==> config.mk <==
export PLATFORM = sky130hd
export DESIGN_NAME = tagged_decimal_command_parser_unit_flat
export DESIGN_NICKNAME = d
export VERILOG_FILES = /design/src/tdcp_pkg.sv /design/src/tdcp_if.sv /design/src/tagged_decimal_command_parser_unit.sv /design/src/tdcp_step.sv /design/src/flat_wrapper.sv
export SDC_FILE = /design/constraint.sdc
export NUM_CORES = 1
export LEC_CHECK = 0
export ABC_CLOCK_PERIOD_IN_PS = 5400
export BUFFER_PORTS_ARGS = -buffer_cell sky130_fd_sc_hd__buf_2
export CAP_MARGIN = 20
export CORE_MARGIN = 1
export CORE_UTILIZATION = 64
export DETAILED_ROUTE_END_ITERATION = 8
export PLACE_DENSITY_LB_ADDON = 0.15
export SLEW_MARGIN = 0
export SYNTH_ARGS = -nofsm -noshare
export SYNTH_HDL_FRONTEND = slang
export SYNTH_SLANG_ARGS = --single-unit
==> constraint.sdc <==
create_clock -name clk_i -period 5.4 [get_ports clk_i]
set_input_delay 0.81 -clock clk_i [delete_from_list [all_inputs] [get_ports clk_i]]
set_output_delay 0.81 -clock clk_i [all_outputs]
set_load 0.01 [all_outputs]
==> src/tdcp_pkg.sv <==
// Package for the tagged decimal command parser: constants, types and codes.
package tdcp_pkg;

  localparam int unsigned MaxTextLen = 64;
  localparam int unsigned CountW     = 7;

  localparam logic [7:0] ByteCr    = 8'h0d;
  localparam logic [7:0] ByteLf    = 8'h0a;
  localparam logic [7:0] ByteTab   = 8'h09;
  localparam logic [7:0] ByteSpace = 8'h20;
  localparam logic [7:0] ByteZero  = 8'h30;
  localparam logic [7:0] ByteNine  = 8'h39;
  localparam logic [7:0] BytePlus  = 8'h2b;
  localparam logic [7:0] ByteMinus = 8'h2d;
  localparam logic [7:0] NoTag     = 8'h00;

  localparam logic [7:0] TagPitch    = 8'h70; // p
  localparam logic [7:0] TagRoll     = 8'h72; // r
  localparam logic [7:0] TagThrottle = 8'h67; // g
  localparam logic [7:0] TagHeight   = 8'h68; // h
  localparam logic [7:0] TagYaw      = 8'h79; // y
  localparam logic [7:0] TagKey      = 8'h6b; // k
  localparam logic [7:0] TagSilent   = 8'h73; // s

  typedef enum logic [2:0] {
    TGT_ROLL     = 3'd0,
    TGT_PITCH    = 3'd1,
    TGT_THROTTLE = 3'd2,
    TGT_YAW      = 3'd3,
    TGT_HEIGHT   = 3'd4,
    TGT_KEY      = 3'd5
  } target_e;

  typedef enum logic [1:0] {
    PH_LEAD   = 2'd0,
    PH_SIGN   = 2'd1,
    PH_DIGITS = 2'd2,
    PH_DONE   = 2'd3
  } phase_e;

  typedef struct packed {
    logic [7:0]        tag;
    logic              cr_seen;
    logic [CountW-1:0] text_count;
    phase_e            phase;
    logic              negative;
    logic [15:0]       acc;
  } frame_t;

  typedef struct packed {
    logic [2:0]  target;
    logic [15:0] value;
    logic        command_flag;
  } result_t;

  localparam frame_t FrameReset = '{
    tag:        NoTag,
    cr_seen:    1'b0,
    text_count: '0,
    phase:      PH_LEAD,
    negative:   1'b0,
    acc:        16'd0
  };

endpackage

==> src/tdcp_if.sv <==
// Beat channel interfaces: received byte stream and parsed command results.
interface tdcp_rx_if;
  logic       valid;
  logic       ready;
  logic [7:0] rx_byte;

  modport source (output valid, output rx_byte, input ready);
  modport sink (input valid, input rx_byte, output ready);
endinterface

interface tdcp_res_if;
  logic        valid;
  logic        ready;
  logic [2:0]  target;
  logic [15:0] value;
  logic        command_flag;

  modport source (output valid, output target, output value, output command_flag,
                  input ready);
  modport sink (input valid, input target, input value, input command_flag,
                output ready);
endinterface

==> src/tagged_decimal_command_parser_unit.sv <==
// Top level of the tagged decimal command parser.
//
//  channel | dir | payload                          | beat
//  rx_i    | in  | rx_byte[7:0]                     | one received byte
//  res_o   | out | target[2:0] value[15:0] cmd flag | one parsed command
//
// One byte per cycle: frame state is updated in the accepting cycle and a
// result lands in the output register in the cycle after its LF beat.
// Reset clears the frame state and the output valid.
// rx_i stalls only while a result is held and res_o is not ready.
module tagged_decimal_command_parser_unit (
  input  logic              clk_i,
  input  logic              rst_ni,
  tdcp_rx_if.sink           rx_i,
  tdcp_res_if.source        res_o
);

  tdcp_pkg::frame_t  frame_q, frame_d;
  tdcp_pkg::result_t res_d, res_q;
  logic              emit;
  logic              out_valid_q;
  logic              rx_beat;

  assign rx_i.ready = !out_valid_q || res_o.ready;
  assign rx_beat    = rx_i.valid && rx_i.ready;

  tdcp_step u_step (
    .cur_i  (frame_q),
    .byte_i (rx_i.rx_byte),
    .nxt_o  (frame_d),
    .emit_o (emit),
    .res_o  (res_d)
  );

  always_ff @(posedge clk_i or negedge rst_ni) begin
    if (!rst_ni) begin
      frame_q     <= tdcp_pkg::FrameReset;
      out_valid_q <= 1'b0;
    end else begin
      if (rx_beat) begin
        frame_q <= frame_d;
      end
      if (rx_beat && emit) begin
        out_valid_q <= 1'b1;
      end else if (res_o.ready) begin
        out_valid_q <= 1'b0;
      end
    end
  end

  always_ff @(posedge clk_i) begin
    if (rx_beat && emit) begin
      res_q <= res_d;
    end
  end

  assign res_o.valid        = out_valid_q;
  assign res_o.target       = res_q.target;
  assign res_o.value        = res_q.value;
  assign res_o.command_flag = res_q.command_flag;

endmodule

==> src/tdcp_step.sv <==
// Next-state logic of the frame parser for one received byte.
module tdcp_step (
  input  tdcp_pkg::frame_t  cur_i,
  input  logic [7:0]        byte_i,
  output tdcp_pkg::frame_t  nxt_o,
  output logic              emit_o,
  output tdcp_pkg::result_t res_o
);

  logic                        is_digit;
  logic                        is_space;
  logic                        tag_known;
  logic [15:0]                 acc_next;
  logic [tdcp_pkg::CountW-1:0] count_inc;

  assign is_digit = (byte_i >= tdcp_pkg::ByteZero) && (byte_i <= tdcp_pkg::ByteNine);
  assign is_space = (byte_i == tdcp_pkg::ByteSpace) ||
                    ((byte_i >= tdcp_pkg::ByteTab) && (byte_i <= tdcp_pkg::ByteCr));
  assign tag_known = (cur_i.tag == tdcp_pkg::TagPitch) || (cur_i.tag == tdcp_pkg::TagRoll) ||
                     (cur_i.tag == tdcp_pkg::TagThrottle) ||
                     (cur_i.tag == tdcp_pkg::TagHeight) ||
                     (cur_i.tag == tdcp_pkg::TagYaw) || (cur_i.tag == tdcp_pkg::TagKey) ||
                     (cur_i.tag == tdcp_pkg::TagSilent);
  // acc * 10 + digit, wrapped to 16 bits
  assign acc_next = {cur_i.acc[12:0], 3'b000} + {cur_i.acc[14:0], 1'b0} +
                    {12'd0, byte_i[3:0] - tdcp_pkg::ByteZero[3:0]};
  assign count_inc = cur_i.text_count + tdcp_pkg::CountW'(1);

  always_comb begin
    nxt_o  = cur_i;
    emit_o = 1'b0;
    res_o.target       = tdcp_pkg::TGT_ROLL;
    res_o.command_flag = 1'b0;
    res_o.value        = cur_i.negative ? (16'd0 - cur_i.acc) : cur_i.acc;
    if (cur_i.cr_seen) begin
      nxt_o = tdcp_pkg::FrameReset;
      if (byte_i == tdcp_pkg::ByteLf) begin
        emit_o = 1'b1;
        case (cur_i.tag)
          tdcp_pkg::TagPitch: begin
            res_o.target       = tdcp_pkg::TGT_PITCH;
            res_o.command_flag = 1'b1;
          end
          tdcp_pkg::TagRoll: begin
            res_o.target       = tdcp_pkg::TGT_ROLL;
            res_o.command_flag = 1'b1;
          end
          tdcp_pkg::TagThrottle: res_o.target = tdcp_pkg::TGT_THROTTLE;
          tdcp_pkg::TagHeight:   res_o.target = tdcp_pkg::TGT_HEIGHT;
          tdcp_pkg::TagYaw:      res_o.target = tdcp_pkg::TGT_YAW;
          tdcp_pkg::TagKey:      res_o.target = tdcp_pkg::TGT_KEY;
          default:               emit_o = 1'b0;
        endcase
      end
    end else if (byte_i == tdcp_pkg::ByteCr) begin
      nxt_o.cr_seen = 1'b1;
    end else if (cur_i.tag == tdcp_pkg::NoTag) begin
      nxt_o.tag = byte_i;
    end else if (!tag_known) begin
      nxt_o.tag = tdcp_pkg::NoTag;
    end else begin
      if (cur_i.phase != tdcp_pkg::PH_DONE) begin
        if (is_digit) begin
          nxt_o.acc   = acc_next;
          nxt_o.phase = tdcp_pkg::PH_DIGITS;
        end else if ((cur_i.phase == tdcp_pkg::PH_LEAD) && is_space) begin
          nxt_o.phase = tdcp_pkg::PH_LEAD;
        end else if ((cur_i.phase == tdcp_pkg::PH_LEAD) &&
                     ((byte_i == tdcp_pkg::BytePlus) || (byte_i == tdcp_pkg::ByteMinus))) begin
          nxt_o.negative = (byte_i == tdcp_pkg::ByteMinus);
          nxt_o.phase    = tdcp_pkg::PH_SIGN;
        end else begin
          nxt_o.phase = tdcp_pkg::PH_DONE;
        end
      end
      nxt_o.text_count = count_inc;
      if (count_inc >= tdcp_pkg::CountW'(tdcp_pkg::MaxTextLen)) begin
        nxt_o = tdcp_pkg::FrameReset;
      end
    end
  end

endmodule

==> src/flat_wrapper.sv <==
// flat-port wrapper written by rule: the top's interface ports become plain ports
module tagged_decimal_command_parser_unit_flat 
  (clk_i, rst_ni, rx_i_valid, rx_i_rx_byte, rx_i_ready, res_o_valid, res_o_target, res_o_value, res_o_command_flag, res_o_ready);
  tdcp_rx_if rx_i_i ();
  tdcp_res_if res_o_i ();
  input  logic clk_i;
  input  logic rst_ni;
  input wire logic [$bits(rx_i_i.valid)-1:0] rx_i_valid;
  input wire logic [$bits(rx_i_i.rx_byte)-1:0] rx_i_rx_byte;
  output wire logic [$bits(rx_i_i.ready)-1:0] rx_i_ready;
  output wire logic [$bits(res_o_i.valid)-1:0] res_o_valid;
  output wire logic [$bits(res_o_i.target)-1:0] res_o_target;
  output wire logic [$bits(res_o_i.value)-1:0] res_o_value;
  output wire logic [$bits(res_o_i.command_flag)-1:0] res_o_command_flag;
  input wire logic [$bits(res_o_i.ready)-1:0] res_o_ready;
  assign rx_i_i.valid = rx_i_valid;
  assign rx_i_i.rx_byte = rx_i_rx_byte;
  assign rx_i_ready = rx_i_i.ready;
  assign res_o_valid = res_o_i.valid;
  assign res_o_target = res_o_i.target;
  assign res_o_value = res_o_i.value;
  assign res_o_command_flag = res_o_i.command_flag;
  assign res_o_i.ready = res_o_ready;
  tagged_decimal_command_parser_unit u_core (.clk_i(clk_i), .rst_ni(rst_ni), .rx_i(rx_i_i), .res_o(res_o_i));
endmodule
### Yosys cells after proc, flatten, opt, wreduce, memory -nomap -nowiden

Index checks and enable logic that the tools add are counted.

| word-level totals | value |
|---|---|
| register bits after elaboration | 56 |
| logic and storage cells | 93 |
| output and inout port bits | 22 |

| cells by class | value |
|---|---|
| add/sub/neg operators | 4 |
| reductions and logical operators | 31 |
| equal/unequal tests | 18 |
| muxes and demuxes | 25 |
| $lt $le $gt $ge | 5 |

Operator list:

| kind | number |
|---|---|
| 35-bit two-way mux | 2 |
| 8-bit by 7-bit equality test with 1-bit output, second input constant | 7 |
| 27-bit two-way mux | 2 |
| 16-bit two-way mux | 2 |
| 26-bit two-way mux | 1 |
| 8-bit by 6-bit equality test with 1-bit output, second input constant | 3 |
| 8-bit two-way mux | 3 |
| 19-bit two-way mux | 1 |
| 16-bit adder | 1 |
| 16-bit by 4-bit adder with 16-bit output | 1 |
| 8-bit by 4-bit equality test with 1-bit output, second input constant | 2 |
| 1-bit by 16-bit subtractor with 16-bit output, first input constant | 1 |
| 3-bit one-hot mux with 5 select lines | 1 |
| 1-bit two-way mux | 10 |
| 1-bit logical OR | 9 |
| 3-bit nonzero test | 3 |
| 8-bit by 4-bit >= comparator with 1-bit output, second input constant | 1 |
| 8-bit by 6-bit >= comparator with 1-bit output, second input constant | 1 |
| 8-bit by 4-bit less-or-equal comparator with 1-bit output, second input constant | 1 |
| 8-bit by 6-bit less-or-equal comparator with 1-bit output, second input constant | 1 |
| 8-bit zero test | 1 |
| 8-bit AND reduction | 1 |
| 7-bit by 1-bit adder with 7-bit output, second input constant | 1 |
| 7-bit >= comparator, second input constant | 1 |
| other kinds (16) | 26 |

### Longest topological paths before layout

| logic depth | value |
|---|---|
| depth in word-level cells | 12 |
| gate-level depth with buffers | 11 |

### Modules after synthesis

A second synthesis with hierarchy kept.

| second synthesis, totals | value |
|---|---|
| cell total of the unflattened synthesis | 412 |
| area total of the unflattened synthesis | 4,225.3 sq um |

Modules (own cells, without submodules):

| module | area each (sq um) | times used | cells an instance |
|---|---|---|---|
| tdcp_step | 2,144.6 | 1 | 313 |
| tagged_decimal_command_parser_unit | 2,080.7 | 1 | 99 |

### Worst setup path before layout

Ideal clock, no wire load.

| timing path | value |
|---|---|
| kind | input-to-reg |
| start | input port rx_i_rx_byte[3] |
| end | register u_core.frame_q[12] (netlist name) |
| arrival | 3.093 ns |
| setup slack | 2.172 ns |
| stages on the path | 11 |
| path buffers | 1 |
| required time | 5.265 ns |
| cell sequence | clkbuf_1 > inv_1 > fa_1 > inv_1 > fa_1 > a211oi_1 > o21a_1 > o21ai_0 > a21oi_1 > xor2_1 > o31ai_1 |

| between the ends | value |
|---|---|
| cells in the longest elaborated chain, start to end | 8 |

RTL lines:

| element | RTL line | RTL |
|---|---|---|
| start, declared | flat_wrapper.sv:9 | `input wire logic [$bits(rx_i_i.rx_byte)-1:0] rx_i_rx_byte;` |
| 16-bit by 4-bit adder with 16-bit output | tdcp_step.sv:25 | `assign acc_next = {cur_i.acc[12:0], 3'b000} + {cur_i.acc[14:0], 1'b0} +` |
| 16-bit two-way mux | tdcp_step.sv:63 | `if (is_digit) begin` |
| 19-bit two-way mux | tdcp_step.sv:62 | `if (cur_i.phase != tdcp_pkg::PH_DONE) begin` |
| 35-bit two-way mux | tdcp_step.sv:77 | `if (count_inc >= tdcp_pkg::CountW'(tdcp_pkg::MaxTextLen)) begin` |
| 27-bit two-way mux | tdcp_step.sv:59 | `end else if (!tag_known) begin` |
| 27-bit two-way mux | tdcp_step.sv:57 | `end else if (cur_i.tag == tdcp_pkg::NoTag) begin` |
| 26-bit two-way mux | tdcp_step.sv:55 | `end else if (byte_i == tdcp_pkg::ByteCr) begin` |
| 35-bit two-way mux | tdcp_step.sv:35 | `if (cur_i.cr_seen) begin` |
| end signal, assigned | tagged_decimal_command_parser_unit.sv:37 | `frame_q <= tdcp_pkg::FrameReset;` |
| end signal, assigned | tagged_decimal_command_parser_unit.sv:41 | `frame_q <= frame_d;` |
| end, declared | tagged_decimal_command_parser_unit.sv:18 | `tdcp_pkg::frame_t frame_q, frame_d;` |

Several ways; a longest one is shown, not always the timed one. The select of a mux whose other input is x is not followed.
A chain may end at the register's enable or synchronous reset.

### Final worst setup path

| timing path | value |
|---|---|
| start | input port rx_i_rx_byte[3] |
| end | register u_core.frame_q[10] (netlist name) |

The elaborated chain is that of the path after synthesis.

==> run metrics <==
power density relative to cell area 245 mW/mm^2; worst setup path start rx_i_rx_byte[3]; WL met3 378 um; sequential cell fraction of total power 56.4%; first-pass GRT wire length 12.8 mm; number of top-level pins 34; Worst EP required 5.60 ns; maximum frequency from static timing analysis 313 MHz; first-pass detailed-route iteration total 5; metal2 WL 3.41 mm; worst setup timing slack at the placement stage 1.93 ns; internal power 0.687 mW; Warnings, synthesis 0; cell with the biggest individual delay on the critical path fa_1; capturing element of the worst setup path u_core.frame_q[10]; most used cells in the layout excluding fill and tap cells 47 x nand2_1, 36 x dfrtp_1, 33 x buf_2, 28 x ha_1, 23 x o21ai_0; post-synth design cell area 0.00365 sq mm; core footprint 0.00551 sq mm; post-synthesis area per instance 9.71 sq um; largest driver fanout on the critical path 8; initial core utilization 66.3%; area of the die 0.00601 sq mm; Mapped Cells 376; maximum vdd ir drop 0.159 mV; insertion delay to the later sink of the worst-skew pair 0.30 ns; switching portion of total power 28.7%; final hold viol count 0; GRT Total Usage 27.1%; width of the die 77.5 um; CP Class in2reg; minimum setup slack among reg-to-reg paths 2.40 ns; num rows 27; Non-Filler Cell Area, Final 0.00394 sq mm; largest net degree at the start of global routing 37; PnR worst setup slack 2.21 ns; clk buf depth 2; depth of the CTS H-tree 2; Diodes inserted 0; number of clock buffers inserted by TritonCTS 5; Final Skew 0.00439 ns; number of flip-flops and latches in the synthesized netlist 56; DRT met1 WL 3.55 mm; final layout net count 442; detailed-route vias per instance 6.22; vias 2942; count of input and output buffers 33; worst-case headroom to the max-slew limit 43.6%; final clock period utilization by the worst path 59.1%; Setup-failing EPs final 0; async set-reset flop share out of synthesis 64.3%; primary flip-flop cell chosen by synthesis mapping dfrtp_1; leading cell type in the layout, fill and taps excluded nand2_1; final sum of negative setup slack 0 ns; initial antenna violation count 0; Top Metal Used met4; routability congestion estimate 0.880; via count of the first global-routing pass 2655; fraction of final layout cells with drive strength greater than 1 12.0%; min cycle time layout 3.19 ns; GRT overflow 0; number of distinct standard cells referenced by the synthesized netlist 57; total count of max-transition violations in the final report 0; First DRT Iteration DRCs 227; floorplan die height 77.5 um; wire length after detailed routing 7.41 mm; slowest stage delay, CP 0.53 ns; Post-CTS Setup Inserts 0; number of flops mapped to enable cells by yosys 20; area added between synthesis and finish 7.78%; r2r endpoint u_core.frame_q[10]; net count of the mapped netlist 418; Crit. End Element flip-flop; fin cells 473; Worst Path Arrival 3.39 ns; critical register-to-register path startpoint u_core.frame_q[0]; wire length per cell after detailed routing 15.7 um; CTS tree yes; depth of the worst register-to-register path 9; setup repair after global routing missed its margin no; combined area of the multi-input logic cells 0.00201 sq mm; Placed Cells incl. Taps 465; post-cts repair resize count 0; clock sink total 56; outcome complete, no violations; Post-route DRC 0; Power Total 0.962 mW; clock network power share 27.6%; combinational power share 16.0%; startpoint type of the worst setup path input pin; list of cells traversed by the critical path buf_2, inv_1, fa_1, inv_1, fa_1, a211oi_1, o21ai_0, a31oi_1, xor2_1, o31ai_1; Hold/Removal Path Class reg2reg; Post-DP HPWL 5.49 mm; max-cap check violation count 0; sequential standard cell area 0.00150 sq mm; cts-stage hold buffer count 0; post-route ant nets 0; Leakage 1.83 nW; Area after DPL 0.00383 sq mm; Filler Cells Inserted 433; Clock Tree Root clkbuf_8; transition at the pin with the smallest max-transition slack 0.840 ns; share of the yosys chip area belonging to registers 41.1%; clock input transition at the sequential cells of the worst setup and hold paths 0.09 ns; Net Sw Power 0.276 mW
-- layer usage --
layer  vias to the layer above  track usage, %
met5                         -               0
met4                         0            6.23
met3                         9            3.76
met2                        90            42.0
met1                      1400            40.1
li1                       1443               -
-- how the worst min path moves through the flow --
stage	cells after the start	slack (ns)	to	from
6_report	1	0.50	u_core.frame_q[24]	u_core.frame_q[24]
5_1_grt	1	0.52	u_core.frame_q[24]	u_core.frame_q[24]
4_1_cts	1	0.50	u_core.frame_q[24]	u_core.frame_q[24]
3_5_place_dp	1	0.49	u_core.frame_q[24]	u_core.frame_q[24]
3_3_place_gp	1	0.47	u_core.frame_q[24]	u_core.frame_q[24]
2_1_floorplan	1	0.45	u_core.frame_q[24]	u_core.frame_q[24]
-- synthesized netlist by cell type, types with 3 or more instances --
cell type	instances	share of area [%]
or3_1	4	0.69
and2_1	4	0.69
nand4_1	7	1.2
nor3_1	10	1.4
xnor2_1	22	5.3
o21ai_0	23	3.2
nand2_1	47	4.8
o31ai_1	17	3.5
clkbuf_1	8	0.82
edfxtp_1	20	16
nand3_1	12	1.6
a21o_1	7	1.4
ha_1	28	9.6
nor2b_1	4	0.69
inv_1	13	1.3
a22o_1	10	2.4
nor4_1	5	0.86
buf_2	5	0.69
a31oi_1	3	0.51
nand2b_1	3	0.51
dfrtp_1	36	25
nor2_1	19	2.0
a21oi_1	12	1.6
xor2_1	9	2.2
and3_1	3	0.51
a211oi_1	3	0.62
-- logic make-up (layout without fill, tap and decap cells) --
group / Yosys count / count (layout) / share of synthesized area (%)
adders and majority gates: 30 / 30 / 10.7
buffers and inverters: 30 / 55 / 3.70
AOI/OAI and AO/OA: 97 / 97 / 18.6
and+or+nand+nor: 132 / 132 / 18.4
DFF: 56 / 56 / 41.1
xor gates and xnor gates: 31 / 31 / 7.44
-- sequential cells by signal (all words and copies together), names as in the netlist --
| signal | flops |
|---|---|
| u_core.res_o.valid | 1 |
| u_core.res_o.target | 3 |
| u_core.res_o.command_flag | 1 |
| u_core.res_o.value | 16 |
| u_core.frame_q | 35 |
-- power by group through the flow --
stage	Clock (mW)	Combinational (mW)	Sequential, mW
after CTS	0.273	0.154	0.541
after global placement	0	0.148	0.545
final	0.266	0.154	0.543
after floorplan	0	0.157	0.506
after detailed placement	0	0.154	0.550
after global routing	0.289	0.174	0.550
-- metrics by stage --
step	util (%)	hold slack, ns
floorplan	-	0.448
global placement	69.5	0.471
CTS	71.5	0.502
finish	71.5	0.499
global route	71.5	0.521
detailed placement	69.5	0.489
-- worst max-delay path: cells and delay by family --
kind                       cells  cell delay (ns)
xor gates and xnor gates       1             0.09
adders and majority gates      2             1.01
AOI/OAI and AO/OA              4             1.17
buffers and inverters          3             0.30
-- layout make-up --
| class | count | area share, % |
|---|---|---|
| clock inverters | 2 | 0.890 |
| inverters | 13 | 1.24 |
| repair buffers | 34 | 4.39 |
| well taps | 72 | 2.29 |
| clock buffers | 6 | 1.84 |
| flip-flops and latches | 56 | 38.2 |
| multi-input cells | 290 | 51.2 |
Note: power is estimated with default switching activity, not from simulation.
